[config.mk]
export PLATFORM = sky130hd
export DESIGN_NAME = sample_frame_packer_crc16_unit_flat
export DESIGN_NICKNAME = d
export VERILOG_FILES = /design/src/sv/sfp_pkg.sv /design/src/sv/sfp_stream_if.sv /design/src/sv/sfp_queue.sv /design/src/sv/sfp_front.sv /design/src/sv/sfp_back.sv /design/src/sv/sample_frame_packer_crc16_unit.sv /design/src/flat_wrapper.sv
export SDC_FILE = /design/constraint.sdc
export NUM_CORES = 1
export LEC_CHECK = 0
export BUFFER_PORTS_ARGS = -buffer_cell sky130_fd_sc_hd__buf_2
export CAP_MARGIN = 10
export CORE_MARGIN = 5
export CORE_UTILIZATION = 61
export CTS_BUF_LIST = sky130_fd_sc_hd__clkbuf_4 sky130_fd_sc_hd__clkbuf_8
export DETAILED_ROUTE_END_ITERATION = 10
export PLACE_DENSITY = 0.85
export SLEW_MARGIN = 40
export SYNTH_ARGS = -nofsm -noshare
export SYNTH_HDL_FRONTEND = slang
export SYNTH_SLANG_ARGS = --single-unit
[constraint.sdc]
create_clock -name clk -period 12 [get_ports clk]
set_clock_uncertainty 0.15 [all_clocks]
set_input_delay 3 -clock clk [delete_from_list [all_inputs] [get_ports clk]]
set_output_delay 3 -clock clk [all_outputs]
set_load 0.01 [all_outputs]
[src/sv/sfp_pkg.sv]
package sfp_pkg;

  // Frame constants
  localparam logic [7:0]  SYNC0_BYTE     = 8'h55;
  localparam logic [7:0]  SYNC1_BYTE     = 8'hAA;
  localparam logic [7:0]  CR_BYTE        = 8'h0D;
  localparam logic [7:0]  LF_BYTE        = 8'h0A;
  localparam logic [15:0] CRC_INIT       = 16'hFFFF;
  localparam logic [15:0] CRC_POLY       = 16'h1021;
  localparam logic [15:0] FRAME_OVERHEAD = 16'd19;
  localparam int          MAX_WORDS      = 2048;
  localparam int          QUEUE_DEPTH    = 2;

  // Configuration register indexes
  localparam logic [1:0] CFG_DEV_TYPE  = 2'd0;
  localparam logic [1:0] CFG_SAMPLE_RATE = 2'd1;
  localparam logic [1:0] CFG_WORDS_PER_FRAME = 2'd2;

  typedef struct packed {
    logic [7:0]  dev_type;
    logic [31:0] sample_rate;
    logic [11:0] words_per_frame;
  } cfg_t;

  typedef struct packed {
    logic [31:0] data_word;
    logic [31:0] timestamp;
  } in_item_t;

  typedef struct packed {
    logic [7:0] out_byte;
    logic       frame_first;
    logic       frame_last;
  } out_item_t;

  // One classified request waiting for the byte sequencer
  typedef struct packed {
    logic [31:0] data_word;
    logic [31:0] timestamp;
    logic        first;
    logic        last;
  } qent_t;

  // Byte positions within a frame
  typedef enum logic [4:0] {
    BP_SYNC0, BP_SYNC1, BP_LEN_LO, BP_LEN_HI, BP_DEV,
    BP_RATE0, BP_RATE1, BP_RATE2, BP_RATE3,
    BP_TS0, BP_TS1, BP_TS2, BP_TS3,
    BP_CNT_LO, BP_CNT_HI,
    BP_DATA0, BP_DATA1, BP_DATA2, BP_DATA3,
    BP_CRC_LO, BP_CRC_HI, BP_CR, BP_LF
  } byte_pos_t;

  // CRC-16/CCITT-FALSE update over one byte, MSB first
  function automatic logic [15:0] crc16_byte(logic [15:0] crc, logic [7:0] b);
    logic [15:0] c;
    c = crc ^ {b, 8'h00};
    for (int k = 0; k < 8; k++) begin
      c = c[15] ? ({c[14:0], 1'b0} ^ CRC_POLY) : {c[14:0], 1'b0};
    end
    return c;
  endfunction

  // Byte of the frame at a given position
  function automatic logic [7:0] frame_byte(byte_pos_t pos, qent_t e, cfg_t cfg,
                                             logic [15:0] crc);
    logic [15:0] len;
    logic [7:0]  b;
    len = FRAME_OVERHEAD + {2'b00, cfg.words_per_frame, 2'b00};
    case (pos)
      BP_SYNC0:  b = SYNC0_BYTE;
      BP_SYNC1:  b = SYNC1_BYTE;
      BP_LEN_LO: b = len[7:0];
      BP_LEN_HI: b = len[15:8];
      BP_DEV:    b = cfg.dev_type;
      BP_RATE0:  b = cfg.sample_rate[7:0];
      BP_RATE1:  b = cfg.sample_rate[15:8];
      BP_RATE2:  b = cfg.sample_rate[23:16];
      BP_RATE3:  b = cfg.sample_rate[31:24];
      BP_TS0:    b = e.timestamp[7:0];
      BP_TS1:    b = e.timestamp[15:8];
      BP_TS2:    b = e.timestamp[23:16];
      BP_TS3:    b = e.timestamp[31:24];
      BP_CNT_LO: b = cfg.words_per_frame[7:0];
      BP_CNT_HI: b = {4'h0, cfg.words_per_frame[11:8]};
      BP_DATA0:  b = e.data_word[7:0];
      BP_DATA1:  b = e.data_word[15:8];
      BP_DATA2:  b = e.data_word[23:16];
      BP_DATA3:  b = e.data_word[31:24];
      BP_CRC_LO: b = crc[7:0];
      BP_CRC_HI: b = crc[15:8];
      BP_CR:     b = CR_BYTE;
      BP_LF:     b = LF_BYTE;
      default:   b = 8'h00;
    endcase
    return b;
  endfunction

endpackage

[src/sv/sfp_stream_if.sv]
interface sfp_stream_if #(parameter type item_t = logic);
  logic  valid;
  logic  ready;
  item_t data;

  modport source (output valid, output data, input ready);
  modport sink   (input valid, input data, output ready);
endinterface

[src/sv/sfp_queue.sv]
module sfp_queue
  import sfp_pkg::*;
(
  input  logic  clk,
  input  logic  rst_n,
  input  logic  push,
  input  qent_t push_ent,
  input  logic  pop,
  output qent_t head,
  output logic  not_empty,
  output logic  full
);

  localparam int PTR_W = (QUEUE_DEPTH > 1) ? $clog2(QUEUE_DEPTH) : 1;
  localparam int CNT_W = $clog2(QUEUE_DEPTH + 1);

  qent_t              mem_r [QUEUE_DEPTH];
  logic [PTR_W-1:0]   wr_ptr_r, wr_ptr_nxt;
  logic [PTR_W-1:0]   rd_ptr_r, rd_ptr_nxt;
  logic [CNT_W-1:0]   cnt_r, cnt_nxt;

  assign head      = mem_r[rd_ptr_r];
  assign not_empty = (cnt_r != '0);
  assign full      = (cnt_r == CNT_W'(QUEUE_DEPTH));

  // Advance pointers with wrap at the queue depth
  always_comb begin
    wr_ptr_nxt = wr_ptr_r;
    rd_ptr_nxt = rd_ptr_r;
    cnt_nxt    = cnt_r;
    if (push) begin
      wr_ptr_nxt = (wr_ptr_r == PTR_W'(QUEUE_DEPTH - 1)) ? '0 : wr_ptr_r + 1'b1;
    end
    if (pop) begin
      rd_ptr_nxt = (rd_ptr_r == PTR_W'(QUEUE_DEPTH - 1)) ? '0 : rd_ptr_r + 1'b1;
    end
    if (push && !pop) begin
      cnt_nxt = cnt_r + 1'b1;
    end else if (pop && !push) begin
      cnt_nxt = cnt_r - 1'b1;
    end
  end

  always_ff @(posedge clk) begin
    if (!rst_n) begin
      wr_ptr_r <= '0;
      rd_ptr_r <= '0;
      cnt_r    <= '0;
    end else begin
      wr_ptr_r <= wr_ptr_nxt;
      rd_ptr_r <= rd_ptr_nxt;
      cnt_r    <= cnt_nxt;
    end
  end

  // Store the entry
  always_ff @(posedge clk) begin
    if (push) begin
      mem_r[wr_ptr_r] <= push_ent;
    end
  end

endmodule

[src/sv/sfp_front.sv]
module sfp_front
  import sfp_pkg::*;
#(
  parameter int MAX_FRAME_WORDS = MAX_WORDS
)
(
  input  logic   clk,
  input  logic   rst_n,
  sfp_stream_if.sink in_ch,
  input  cfg_t   cfg,
  input  logic   cfg_clear,
  input  logic   q_full,
  output logic   push,
  output qent_t  push_ent
);

  logic [11:0] word_index_r, word_index_nxt;
  logic        accept;
  logic        enabled;
  logic        first;
  logic        last;
  logic [12:0] index_inc;

  assign in_ch.ready = !q_full;
  assign accept      = in_ch.valid && in_ch.ready;

  // Classify: drop when framing is disabled, mark frame start and end
  assign enabled = (cfg.words_per_frame != 12'd0)
                && ({3'b000, cfg.words_per_frame} <= 15'(MAX_FRAME_WORDS))
                && (cfg.sample_rate != 32'd0);
  assign index_inc = {1'b0, word_index_r} + 13'd1;
  assign first     = (word_index_r == 12'd0);
  assign last      = (index_inc >= {1'b0, cfg.words_per_frame});
  assign push      = accept && enabled;

  always_comb begin
    push_ent.data_word = in_ch.data.data_word;
    push_ent.timestamp = in_ch.data.timestamp;
    push_ent.first     = first;
    push_ent.last      = last;
  end

  // Track words in the open frame; a write to a known register abandons the frame
  always_comb begin
    word_index_nxt = word_index_r;
    if (cfg_clear) begin
      word_index_nxt = 12'd0;
    end else if (push) begin
      word_index_nxt = last ? 12'd0 : index_inc[11:0];
    end
  end

  always_ff @(posedge clk) begin
    if (!rst_n) begin
      word_index_r <= 12'd0;
    end else begin
      word_index_r <= word_index_nxt;
    end
  end

endmodule

[src/sv/sfp_back.sv]
module sfp_back
  import sfp_pkg::*;
(
  input  logic   clk,
  input  logic   rst_n,
  input  cfg_t   cfg,
  input  qent_t  head,
  input  logic   q_not_empty,
  output logic   pop,
  sfp_stream_if.source out_ch
);

  byte_pos_t   pos_r, pos_nxt;
  logic        started_r, started_nxt;
  logic [15:0] crc_r, crc_nxt;
  logic        out_vld_r, out_vld_nxt;
  out_item_t   out_item_r, out_item_nxt;

  byte_pos_t   cur_pos;
  byte_pos_t   end_pos;
  logic        load;
  logic        emit;
  logic [7:0]  cur_byte;
  logic [15:0] crc_base;

  assign out_ch.valid = out_vld_r;
  assign out_ch.data  = out_item_r;

  // Output register takes a new byte when empty or being drained
  assign load = !out_vld_r || out_ch.ready;
  assign emit = load && q_not_empty;

  assign cur_pos  = started_r ? pos_r : (head.first ? BP_SYNC0 : BP_DATA0);
  assign end_pos  = head.last ? BP_LF : BP_DATA3;
  assign crc_base = (cur_pos == BP_SYNC0) ? CRC_INIT : crc_r;
  assign cur_byte = frame_byte(cur_pos, head, cfg, crc_r);
  assign pop      = emit && (cur_pos == end_pos);

  // Step through the request's bytes, folding header and payload into the CRC
  always_comb begin
    pos_nxt      = pos_r;
    started_nxt  = started_r;
    crc_nxt      = crc_r;
    out_vld_nxt  = out_vld_r;
    out_item_nxt = out_item_r;
    if (load) begin
      out_vld_nxt = q_not_empty;
    end
    if (emit) begin
      out_item_nxt.out_byte    = cur_byte;
      out_item_nxt.frame_first = (cur_pos == BP_SYNC0);
      out_item_nxt.frame_last  = (cur_pos == BP_LF);
      if (cur_pos < BP_CRC_LO) begin
        crc_nxt = crc16_byte(crc_base, cur_byte);
      end
      if (cur_pos == end_pos) begin
        started_nxt = 1'b0;
      end else begin
        started_nxt = 1'b1;
        pos_nxt     = byte_pos_t'(cur_pos + 5'd1);
      end
    end
  end

  always_ff @(posedge clk) begin
    if (!rst_n) begin
      pos_r     <= BP_SYNC0;
      started_r <= 1'b0;
      crc_r     <= CRC_INIT;
      out_vld_r <= 1'b0;
    end else begin
      pos_r     <= pos_nxt;
      started_r <= started_nxt;
      crc_r     <= crc_nxt;
      out_vld_r <= out_vld_nxt;
    end
  end

  always_ff @(posedge clk) begin
    out_item_r <= out_item_nxt;
  end

endmodule

[src/sv/sample_frame_packer_crc16_unit.sv]
// Sample frame packer: takes 32-bit sample words and streams framed bytes,
// one byte per cycle on the result channel while that channel is ready. A
// word that opens a frame yields the 15-byte header (55 AA, length 19+4N,
// device type, sample rate, timestamp, count N) and its four payload bytes;
// every other word yields four bytes; the word that closes a frame adds
// CRC-16/CCITT-FALSE (low byte first) and 0D 0A. A single output byte
// register holds each byte for the result channel. A two-entry queue
// decouples input acceptance from the byte sequencer, so input is taken
// while earlier words are still being sent. Words are dropped with no output
// when the word count is zero or above MAX_FRAME_WORDS (2048 by default) or
// the sample rate is zero. Any write to a known register index abandons the
// open frame.
module sample_frame_packer_crc16_unit
  import sfp_pkg::*;
#(
  parameter int MAX_FRAME_WORDS = MAX_WORDS
)
(
  input  logic        clk,
  input  logic        rst_n,
  sfp_stream_if.sink   in_ch,
  sfp_stream_if.source out_ch,
  input  logic        cfg_we,
  input  logic [1:0]  cfg_index,
  input  logic [31:0] cfg_wdata
);

  cfg_t  cfg_r, cfg_nxt;
  logic  cfg_clear;
  logic  push;
  logic  pop;
  logic  q_full;
  logic  q_not_empty;
  qent_t push_ent;
  qent_t head;

  // Register writes; unknown indexes are ignored
  always_comb begin
    cfg_nxt   = cfg_r;
    cfg_clear = 1'b0;
    if (cfg_we) begin
      case (cfg_index)
        CFG_DEV_TYPE: begin
          cfg_nxt.dev_type = cfg_wdata[7:0];
          cfg_clear        = 1'b1;
        end
        CFG_SAMPLE_RATE: begin
          cfg_nxt.sample_rate = cfg_wdata;
          cfg_clear           = 1'b1;
        end
        CFG_WORDS_PER_FRAME: begin
          cfg_nxt.words_per_frame = cfg_wdata[11:0];
          cfg_clear               = 1'b1;
        end
        default: begin
          cfg_clear = 1'b0;
        end
      endcase
    end
  end

  always_ff @(posedge clk) begin
    if (!rst_n) begin
      cfg_r.dev_type        <= 8'd1;
      cfg_r.sample_rate     <= 32'd1;
      cfg_r.words_per_frame <= 12'd1;
    end else begin
      cfg_r <= cfg_nxt;
    end
  end

  sfp_front #(
    .MAX_FRAME_WORDS (MAX_FRAME_WORDS)
  ) u_front (
    .clk       (clk),
    .rst_n     (rst_n),
    .in_ch     (in_ch),
    .cfg       (cfg_r),
    .cfg_clear (cfg_clear),
    .q_full    (q_full),
    .push      (push),
    .push_ent  (push_ent)
  );

  sfp_queue u_queue (
    .clk       (clk),
    .rst_n     (rst_n),
    .push      (push),
    .push_ent  (push_ent),
    .pop       (pop),
    .head      (head),
    .not_empty (q_not_empty),
    .full      (q_full)
  );

  sfp_back u_back (
    .clk         (clk),
    .rst_n       (rst_n),
    .cfg         (cfg_r),
    .head        (head),
    .q_not_empty (q_not_empty),
    .pop         (pop),
    .out_ch      (out_ch)
  );

  // Never push into a full queue
  assert property (@(posedge clk) disable iff (!rst_n) !(push && q_full))
    else $error("request pushed into full queue");

  // Frame start flag only on the sync byte
  assert property (@(posedge clk) disable iff (!rst_n)
    out_ch.valid && out_ch.data.frame_first |-> out_ch.data.out_byte == SYNC0_BYTE)
    else $error("frame_first on a byte other than 0x55");

  // Frame end flag only on the line feed
  assert property (@(posedge clk) disable iff (!rst_n)
    out_ch.valid && out_ch.data.frame_last |-> out_ch.data.out_byte == LF_BYTE)
    else $error("frame_last on a byte other than 0x0A");

  // Never pop an empty queue
  assert property (@(posedge clk) disable iff (!rst_n) pop |-> q_not_empty)
    else $error("pop from empty queue");

endmodule

[src/flat_wrapper.sv]
// flat-port wrapper written by rule: the top's interface ports become plain ports
module sample_frame_packer_crc16_unit_flat import sfp_pkg::*;
#(
  parameter int MAX_FRAME_WORDS = MAX_WORDS
)
  (clk, rst_n, cfg_we, cfg_index, cfg_wdata, in_ch_valid, in_ch_data, in_ch_ready, out_ch_valid, out_ch_data, out_ch_ready);
  sfp_stream_if #(.item_t(in_item_t)) in_ch_i ();
  sfp_stream_if #(.item_t(out_item_t)) out_ch_i ();
  input  logic clk;
  input  logic rst_n;
  input  logic cfg_we;
  input  logic [1:0] cfg_index;
  input  logic [31:0] cfg_wdata;
  input wire logic [$bits(in_ch_i.valid)-1:0] in_ch_valid;
  input wire logic [$bits(in_ch_i.data)-1:0] in_ch_data;
  output wire logic [$bits(in_ch_i.ready)-1:0] in_ch_ready;
  output wire logic [$bits(out_ch_i.valid)-1:0] out_ch_valid;
  output wire logic [$bits(out_ch_i.data)-1:0] out_ch_data;
  input wire logic [$bits(out_ch_i.ready)-1:0] out_ch_ready;
  assign in_ch_i.valid = in_ch_valid;
  assign in_ch_i.data = in_ch_data;
  assign in_ch_ready = in_ch_i.ready;
  assign out_ch_valid = out_ch_i.valid;
  assign out_ch_data = out_ch_i.data;
  assign out_ch_i.ready = out_ch_ready;
  sample_frame_packer_crc16_unit #(.MAX_FRAME_WORDS(MAX_FRAME_WORDS)) u_core (.clk(clk), .rst_n(rst_n), .in_ch(in_ch_i), .out_ch(out_ch_i), .cfg_we(cfg_we), .cfg_index(cfg_index), .cfg_wdata(cfg_wdata));
endmodule
== After elaboration in Yosys (flattened, before gate mapping) ==
Memories as Yosys holds them, arrays and structs flattened. A register that Yosys moved wholly into a read port is not among the register bits.
Index checks and enable logic that the tools add are counted.

* Add/sub/neg operators: 7
* $lt $le $gt $ge: 3
* Equal/unequal tests: 26
* Muxes and demuxes: 25
* Bitwise operators: 11
* Reduce and logical (&&, ||, !) cells: 27

{| class="wikitable"
|+ Operator list
! cell !! count
|-
| $pmux W8 S23 || 1
|-
| $mux W13 || 8
|-
| $eq A5 B4 Y1 const B || 8
|-
| $eq A5 B5 Y1 const B || 7
|-
| $reduce_bool A32 Y1 || 1
|-
| $not A3 Y3 || 8
|-
| $eq A5 B3 Y1 const B || 4
|-
| $mux W16 || 1
|-
| $xor A16 B16 Y16 || 1
|-
| $add A5 B14 Y15 const A || 1
|-
| $add A12 B1 Y13 const B || 1
|-
| $ge A13 B12 Y1 || 1
|-
| $le A12 B12 Y1 const B || 1
|-
| $logic_not A12 Y1 || 1
|-
| $mux W12 || 1
|-
| $reduce_bool A12 Y1 || 1
|-
| $eq A5 B2 Y1 const B || 2
|-
| $reduce_and A2 Y1 || 5
|-
| $mux W1 || 9
|-
| $logic_and A1 B1 Y1 || 8
|-
| $add A5 B1 Y5 const B || 1
|-
| $eq A5 B1 Y1 const B || 1
|-
| $eq A5 B5 Y1 || 1
|-
| $logic_not A5 Y1 || 1
|-
| other kinds (17) || 25
|}

* Register bits after elaboration: 101
* Memory bits (writable): 132
* Input bits: 103
* Output and inout bits: 12
* Logic and storage cells: 114
* Memories: 1

{| class="wikitable"
|+ Memory list
! memory !! depth !! bits a word !! rd ports !! clocked after Yosys merged registers in !! wr ports !! line !! RTL
|-
| u_core.u_queue.mem_r || 2 || 66 || 1 || 1 || 1 || sfp_queue.sv:17 || <nowiki>qent_t mem_r [QUEUE_DEPTH];</nowiki>
|}

== Logic depth before layout (Yosys ltp) ==
Gate-level depths: netlist of the first run.

* Word-level depth: 21
* Depth in mapped cells: 19
* Mapped depth without buffers: 15

== Hierarchy ==
From an unflattened synthesis of the first run, not the netlist that was laid out.

* Cell total of the unflattened synthesis: 1012
* Area total of the unflattened synthesis: 11831.3 um^2

{| class="wikitable"
|+ Modules (own cells, without submodules)
! module !! instances !! cells an instance !! area an instance (um^2) !! sequential area each (um^2)
|-
| sfp_queue || 1 || 227 || 4994.8 || 4063.9
|-
| sfp_back || 1 || 373 || 3203.1 || 760.7
|-
| sample_frame_packer_crc16_unit || 1 || 207 || 2023.2 || 1041.0
|-
| sfp_front || 1 || 205 || 1610.3 || 240.2
|}

== Least setup slack after synthesis of the first run ==
OpenSTA, ideal clock, no wires.

* Path kind: input-to-reg
* Start: in in_ch_valid
* End: mem u_core.u_queue.mem_r[0][0] (netlist bit) (enable)
* Library setup time: 656 ps
* Data arrival time: 9473 ps
* Data required time: 11194 ps
* Setup slack: 1721 ps
* Stages on the path: 2
* Path buffers: 0
* Path through: nand2_1 nor4_1

* Word-level cells in the longest chain between the ends: 4

{| class="wikitable"
|+ RTL lines
! what !! line !! RTL
|-
| start: declaration || flat_wrapper.sv:14 || <nowiki>input wire logic [$bits(in_ch_i.valid)-1:0] in_ch_valid;</nowiki>
|-
| $logic_and A1 B1 Y1 || sfp_front.sv:25 || <nowiki>assign accept = in_ch.valid && in_ch.ready;</nowiki>
|-
| $logic_and A1 B1 Y1 || sfp_front.sv:34 || <nowiki>assign push = accept && enabled;</nowiki>
|-
| $mux W1 || sfp_queue.sv:58 || <nowiki>if (push) begin</nowiki>
|-
| $mux W1 (not written as such) || sfp_queue.sv:59 || <nowiki>mem_r[wr_ptr_r] <= push_ent;</nowiki>
|-
| end: declaration || sfp_queue.sv:17 ||
|}

No other way between the ends.

==> impl_results.md, run 1 <==
- Run status: complete, no violations
- Cell class contributing the biggest share of worst-path delay: compound AO/OA/AOI/OAI gates
- Share of layout cells above drive strength 1: 20.6%
- Die Area: 21,100 um^2
- Worst-path fanout max: 32
- Clock root buffer: clkbuf_8
- Slew Limit Fails: 0
- CP bufs+invs: 1
- Most common cell in the netlist: nand2_1
- Initial antenna violation count: 0
- TritonCTS clock tree: done
- Flops & latches, synth: 234
- Post-synth top area share: 38.2%
- Sequential fraction of the synthesis area: 54.6%
- Crit-path max cell delay: 0.69 ns
- Synth top cells by count: nand2_1 (164), edfxtp_1 (142), dfxtp_1 (92)
- Setup Buffers After CTS: 0
- Vias/cell: 6.12
- HPWL Detailed: 19,800 um
- Core Footprint: 18,000 um^2
- Crit-path slowest cell: a2111oi_1
- Clock share of power: 35.7%
- VDD IR max: 0.140 mV
- Yosys Warn Count: 0
- Synth cell types: 77
- Worst-path clk slew: 0.06 ns
- Total grt overflow: 0
- Die H: 145 um
- Slew HR: 44.6%
- Post-synth EDFFs: 142
- Largest net degree at the start of global routing: 80
- Worst Tran Pin Value: 0.823 ns
- R2R setup slack: 6.79 ns
- Final Hold Fails: 0
- Antenna viol nets, final: 0
- Sw frac: 28.9%
- Die W: 145 um
- Post-CTS Resized: 0
- CP Class: flop to flop
- Syn_nets: 1,127
- CTS Hold Bufs: 0
- Pre-antenna DRT Iters: 6
- Syn_area_per_cell: 11.2 um^2
- Detailed Route Iter0 Violations: 1,241
- Hold crit path type: flop to flop
- Tcrit/Tclk final: 43.4%
- Total Routing Usage GR: 26.5%
- Cells after Synth: 1,002
- # diodes: 0
- RSZ-0062 raised after global routing: false
- DRC errors left: 0
- Setup violators final: 0
- Layout Utilization: 70.8%
- Worst Path Required: 12.29 ns
- Area leader, netlist: edfxtp_1
- GP Congestion: 0.974
- Predominant post-synthesis flop cell: edfxtp_1
- Initial core utilization: 62.0%
- Max-Cap Viols: 0
- Routed wire length: 28,600 um
- CTS Buf Count: 40
- Lkg Pwr: 4.48 nW
- DR WL/cell: 20.9 um
- NetSw: 0.651 mW
- Internal power: 1.61 mW
- Clk_lat worst skew: 0.56 ns
- Clock tree sinks: 234
- Peak Freq: 0.192 GHz
- H-Tree Depth: 2
- Max clock buf depth: 3
- Final min period: 5.21 ns
- Final TNS setup: 0 ns
- PortBufs: 114
- First-pass GRT wire length: 44,900 um
- Cell Pwr Density: 177 nW/um^2
- Syn Std Cell Area: 11,200 um^2
- Area growth syn-to-layout: 14.3%
- Top cells by area, synth: edfxtp_1 (38%), dfxtp_1 (16%), nand2_1 (5.5%), mux2i_1 (4.9%), a21boi_0 (3.0%)
- Total Nets Final: 1,235
- IO Count: 115
- Overall power: 2.26 mW
- CP Cell Sequence: mux2_2 > nor2_1 > a21oi_1 > inv_1 > ha_1 > a22o_1 > o21ai_0 > o221ai_1 > a2111oi_1 > a31oi_2 > xnor2_2 > xnor3_1 > xnor2_1 > o22a_1
- Combinational power share: 19.5%
- Vias in the first global route: 8,346
- Type of origin of the critical path: flop
- FP Rows: 49
- Crit path DAT: 5.50 ns
- Via count: 8,390
- Worst Setup End Kind: flop
- Sequential Power Share: 44.8%
- Ys async rst share: 0%
## path summary, 6_finish.rpt
check                   start                       to  depth (start not counted)
max reg2reg              flop  u_core.u_back.crc_r[14]                         14
max                      flop  u_core.u_back.crc_r[14]                         14
min reg2reg  u_core.cfg_r[44]         u_core.cfg_r[44]                          2
min          u_core.cfg_r[44]         u_core.cfg_r[44]                          2
## metrics by stage
step | cell area [um^2] | hold slack, ns | setup WS, ns | std cells
final | 12800 | 0.330 | 6.79 | 1370
after detailed placement | 11900 | 0.312 | 6.74 | 1297
after floorplan | 11200 | 0.292 | 1.72 | 1002
after global routing | 12800 | 0.361 | 6.47 | 1370
after CTS | 12800 | 0.331 | 6.71 | 1370
after global placement | 11900 | 0.312 | 6.63 | 1297
## state kept, by name, summed over array words and instances (netlist names), named ones only
signal	flops
u_core.u_back.out_ch.data	10
u_core.cfg_r	52
u_core.u_queue.wr_ptr_r	1
u_core.u_front.word_index_r	12
u_core.u_queue.mem_r	132
u_core.u_back.crc_r	16
u_core.u_queue.rd_ptr_r	1
u_core.u_back.started_r	1
u_core.u_queue.cnt_r	2
u_core.u_back.out_ch.valid	1
u_core.u_back.pos_r	5
## cells in the final DEF, fill, tap and decap left out, drive strengths merged, types with 15 or more instances in the layout
| master | count |
|---|---|
| xnor2 | 32 |
| clkinv | 15 |
| nand3 | 20 |
| inv | 23 |
| buf | 125 |
| edfxtp | 142 |
| mux2 | 20 |
| nand2 | 164 |
| ha | 22 |
| dfxtp | 92 |
| a21oi | 18 |
| nor2b | 20 |
| mux2i | 56 |
| nor2 | 42 |
| o21ai | 34 |
| a21boi | 45 |
| nor4 | 20 |
| nor3 | 16 |
| clkbuf | 51 |
## tightest hold or removal path, delay by kind of cell, from the launching register on
kind	cells	cell delay [ns]
DFF	1	0.33
muxes	1	0.07
and+or+nand+nor	1	0.06
## power groups by stage
stage	sequential [mW]	clock, mW	combinational (mW)
CTS	1.01	0.816	0.436
global placement	1.02	0	0.422
detailed placement	1.03	0	0.434
floorplan	1.01	0	0.318
finish	1.01	0.806	0.440
global route	1.02	0.856	0.476
## layer usage
metal  vias up  wire (um)  track usage [%]
met5         -          0                0
met2       427      13200             41.5
li1       3924          -                -
met4         0        824             9.70
met3        63       2820             6.14
met1      3976      11700             36.5
## cells by family (layout without fill, tap and decap cells)
group,after synthesis,in the layout,synth area share (%)
compound gates,213,213,14.2
xor+xnor,47,47,4.30
mux,76,76,7.07
simple gates,329,329,14.1
flops,234,234,54.6
fa+ha+maj,22,22,2.46
buf+inv,81,220,3.17
## area by class of cell
type,count,area (um^2)
Clock inverter,22,231
Fill cell,1318,5260
Timing Repair Buffer,125,661
Tap cell,229,287
Sequential cell,234,6110
Inverter,22,85.1
Multi-Input combinational cell,687,4730
Clock buffer,51,664
No activity file was read; power rests on OpenSTA's default activity.
==> inputs of run 2 (changes only) <==
Clock period 12 ns to 5 ns, I/O delays scaled along.
==> run 2 against run 1 <==
Compared with the run above:
- total power increased by 130%
- first-iteration DRC count decreased by 8.9%
- sequential share of layout area increased by 0.16 points
- global-route usage increased by 0.58 points
- critical path depth decreased by 1
- sequential cell count unchanged
- worst hold slack improved by 0.011 ns
- die area unchanged
- critical path type unchanged
==> impl_results.md, run 2 (synthesized netlist as in run 1, its figures left out) <==
- Hold path startpoint: u_core.cfg_r[25]
- Path depth of the worst reg2reg path: 13 (-1)
- Total grt overflow: 0 (unchanged)
- Crit-path max cell delay: 0.62 ns (-0.07 ns)
- Worst Setup End Kind: flop
- Final TNS setup: 0 ns (unchanged)
- IO Count: 115 (unchanged)
- Initial antenna violation count: 0 (unchanged)
- Total Nets Final: 1,240 (+0.40%)
- DR WL/cell: 21.6 um (+3.4%)
- CTS Hold Bufs: 0 (unchanged)
- Vias/cell: 6.27 (+2.4%)
- Type of origin of the critical path: flop
- Post-Place Cell Area: 11,900 um^2 (+0.46%)
- Die Area: 21,100 um^2 (unchanged)
- Vias in the first global route: 8,287 (-0.71%)
- First-pass GRT wire length: 46,000 um (+2.4%)
- GP Congestion: 0.982 (+0.87%)
- Overall power: 5.24 mW (+130%)
- WL met3: 2710 um (-3.9%)
- Non-Filler Instances: 1,373 (+0.22%)
- Setup Buffers After CTS: 0 (unchanged)
- Die W: 145 um (unchanged)
- Endpoint, Worst Hold: u_core.cfg_r[25]
- Fill count: 1,314 (-0.30%)
- Routed wire length: 29,600 um (+3.6%)
- Final min period: 4.35 ns (-0.858 ns)
- Share of layout cells above drive strength 1: 21.2% (+0.56 points)
- Top reg by flops: u_core.u_queue.mem_r
- VDD IR max: 0.354 mV (+150%)
- Pre-antenna DRT Iters: 6 (unchanged)
- Tcrit/Tclk final: 87.1% (+44 points)
- Crit path DAT: 4.63 ns (-0.87 ns)
- Detailed Route Iter0 Violations: 1,130 (-8.9%)
- Worst Path Required: 5.27 ns (-7.02 ns)
- CP Class: flop to flop
- Sw frac: 29.1% (+0.27 points)
- Combinational power share: 20.8% (+1.3 points)
- Hold depth: 2 (unchanged)
- Sequential Power Share: 46.4% (+1.6 points)
- Final Hold Fails: 0 (unchanged)
- R2R setup slack: 0.65 ns (-6.14 ns)
- Run status: complete, no violations
- Cell Pwr Density: 412 nW/um^2 (+130%)
- H-Tree Depth: 2 (unchanged)
- Cell class contributing the biggest share of worst-path delay: compound AO/OA/AOI/OAI gates
- TritonCTS clock tree: done
- Initial core utilization: 62.0% (unchanged)
- Top Layer Used: met4
- Crit-path slowest cell: dfxtp_1
- Worst-path fanout max: 16 (-50%)
- Storage cell area: 6110 um^2 (unchanged)
- Launching point of the worst reg2reg path: u_core.u_back.started_r
- Slew Limit Fails: 0 (unchanged)
- Most frequent cells in the layout: nand2_1 (164), edfxtp_1 (142), buf_2 (114)
- HPWL Detailed: 21,100 um (+6.5%)
- Via count: 8,609 (+2.6%)
- # diodes: 0 (unchanged)
- CTS Buf Count: 39 (-2.5%)
- Worst-path clk slew: 0.06 ns (about the same)
- Die H: 145 um (unchanged)
- Clock share of power: 32.8% (-2.9 points)
- Setup violators final: 0 (unchanged)
- Clock root buffer: clkbuf_8
- Total Routing Usage GR: 27.1% (+0.58 points)
- Core Footprint: 18,000 um^2 (unchanged)
- FP Rows: 49 (unchanged)
- Max-Cap Viols: 0 (unchanged)
- Slew HR: 43.7% (-0.94 points)
- Max FFs per register: 132 (unchanged)
- Cell Count Post-Placement: 1,303 (+0.46%)
- Clock tree sinks: 234 (unchanged)
- Lkg Pwr: 4.47 nW (-0.10%)
- Area growth syn-to-layout: 13.9%
- CP Cell Sequence: nor2_1 > a21oi_1 > inv_1 > ha_1 > a22o_1 > o21ai_0 > o221ai_1 > a2111oi_0 > a31oi_2 > xnor2_2 > xnor3_1 > xnor2_1 > o22a_1
- RSZ-0062 raised after global routing: false
- NetSw: 1.53 mW (+130%)
- PortBufs: 114 (unchanged)
- Worst Tran Pin Value: 0.837 ns (+0.0140 ns)
- Max clock buf depth: 3 (unchanged)
- Met1 Wirelength: 12,300 um (+5.0%)
- CP bufs+invs: 1 (unchanged)
- Post-CTS Resized: 0 (unchanged)
- Internal power: 3.72 mW (+130%)
- Antenna viol nets, final: 0 (unchanged)
- Final Instance Area: 12,700 um^2 (-0.34%)
- Met2 WL: 13,800 um (+4.3%)
- Multi-input gate area: 4730 um^2 (+0.11%)
- Reg2reg end: u_core.u_back.crc_r[14]
- Peak Freq: 0.230 GHz (+20%)
- Hold crit path type: flop to flop
- Most common cell after layout, fill and taps aside: nand2_1
- DRC errors left: 0 (unchanged)
- Clk_lat worst skew: 0.54 ns (-0.02 ns)
- Largest net degree at the start of global routing: 68 (-15%)
- Regs by FF count: u_core.u_queue.mem_r x132, u_core.cfg_r x52, u_core.u_back.crc_r x16
-- run 2: power groups by stage --
stage	sequential [mW]	clock, mW	combinational, mW
2_1_floorplan	2.41	0	0.767
3_3_place_gp	2.45	0	1.05
3_5_place_dp	2.46	0	1.07
4_1_cts	2.42	1.74	1.08
5_1_grt	2.44	1.84	1.18
6_report	2.43	1.72	1.09
-- run 2: per-stage QoR --
stage	hold slack (ns)	util [%]	setup WS, ns
floorplan	0.292	-	0.801
global placement	0.319	66.1	0.911
detailed placement	0.331	66.2	0.788
finish	0.341	70.6	0.647
global route	0.369	70.6	0.446
CTS	0.340	70.6	0.761
-- run 2: how the worst max path moves through the flow --
stage / cells after the start / from / endpoint
finish: 13 / u_core.u_back.started_r / u_core.u_back.crc_r[14]
global route: 14 / flop / u_core.u_back.crc_r[14]
CTS: 15 / flop / u_core.u_back.crc_r[14]
detailed placement: 14 / flop / u_core.u_back.crc_r[14]
global placement: 14 / flop / u_core.u_back.crc_r[14]
floorplan: 19 / u_core.u_back.started_r / u_core.u_back.crc_r[14]
-- run 2: tightest hold or removal path, stage by stage, from the launching register on --
cell and delay, ns:
dfxtp_1 0.33, nand2_1 0.05, a21boi_0 0.06
-- run 2: cell type report --
class	count	share of cell area, %
clock buffers	62	5.77
clock inverters	8	0.502
repair buffers	131	5.58
flip-flops and latches	234	48.0
multi-input cells	687	37.2
well taps	229	2.25
inverters	22	0.669
-- run 2: layer usage --
layer  global-route usage [%]  up-vias
met4                     7.98        0
met2                     42.1      443
met5                        0        -
met1                     39.2     4177
met3                     5.05       59
li1                         -     3930
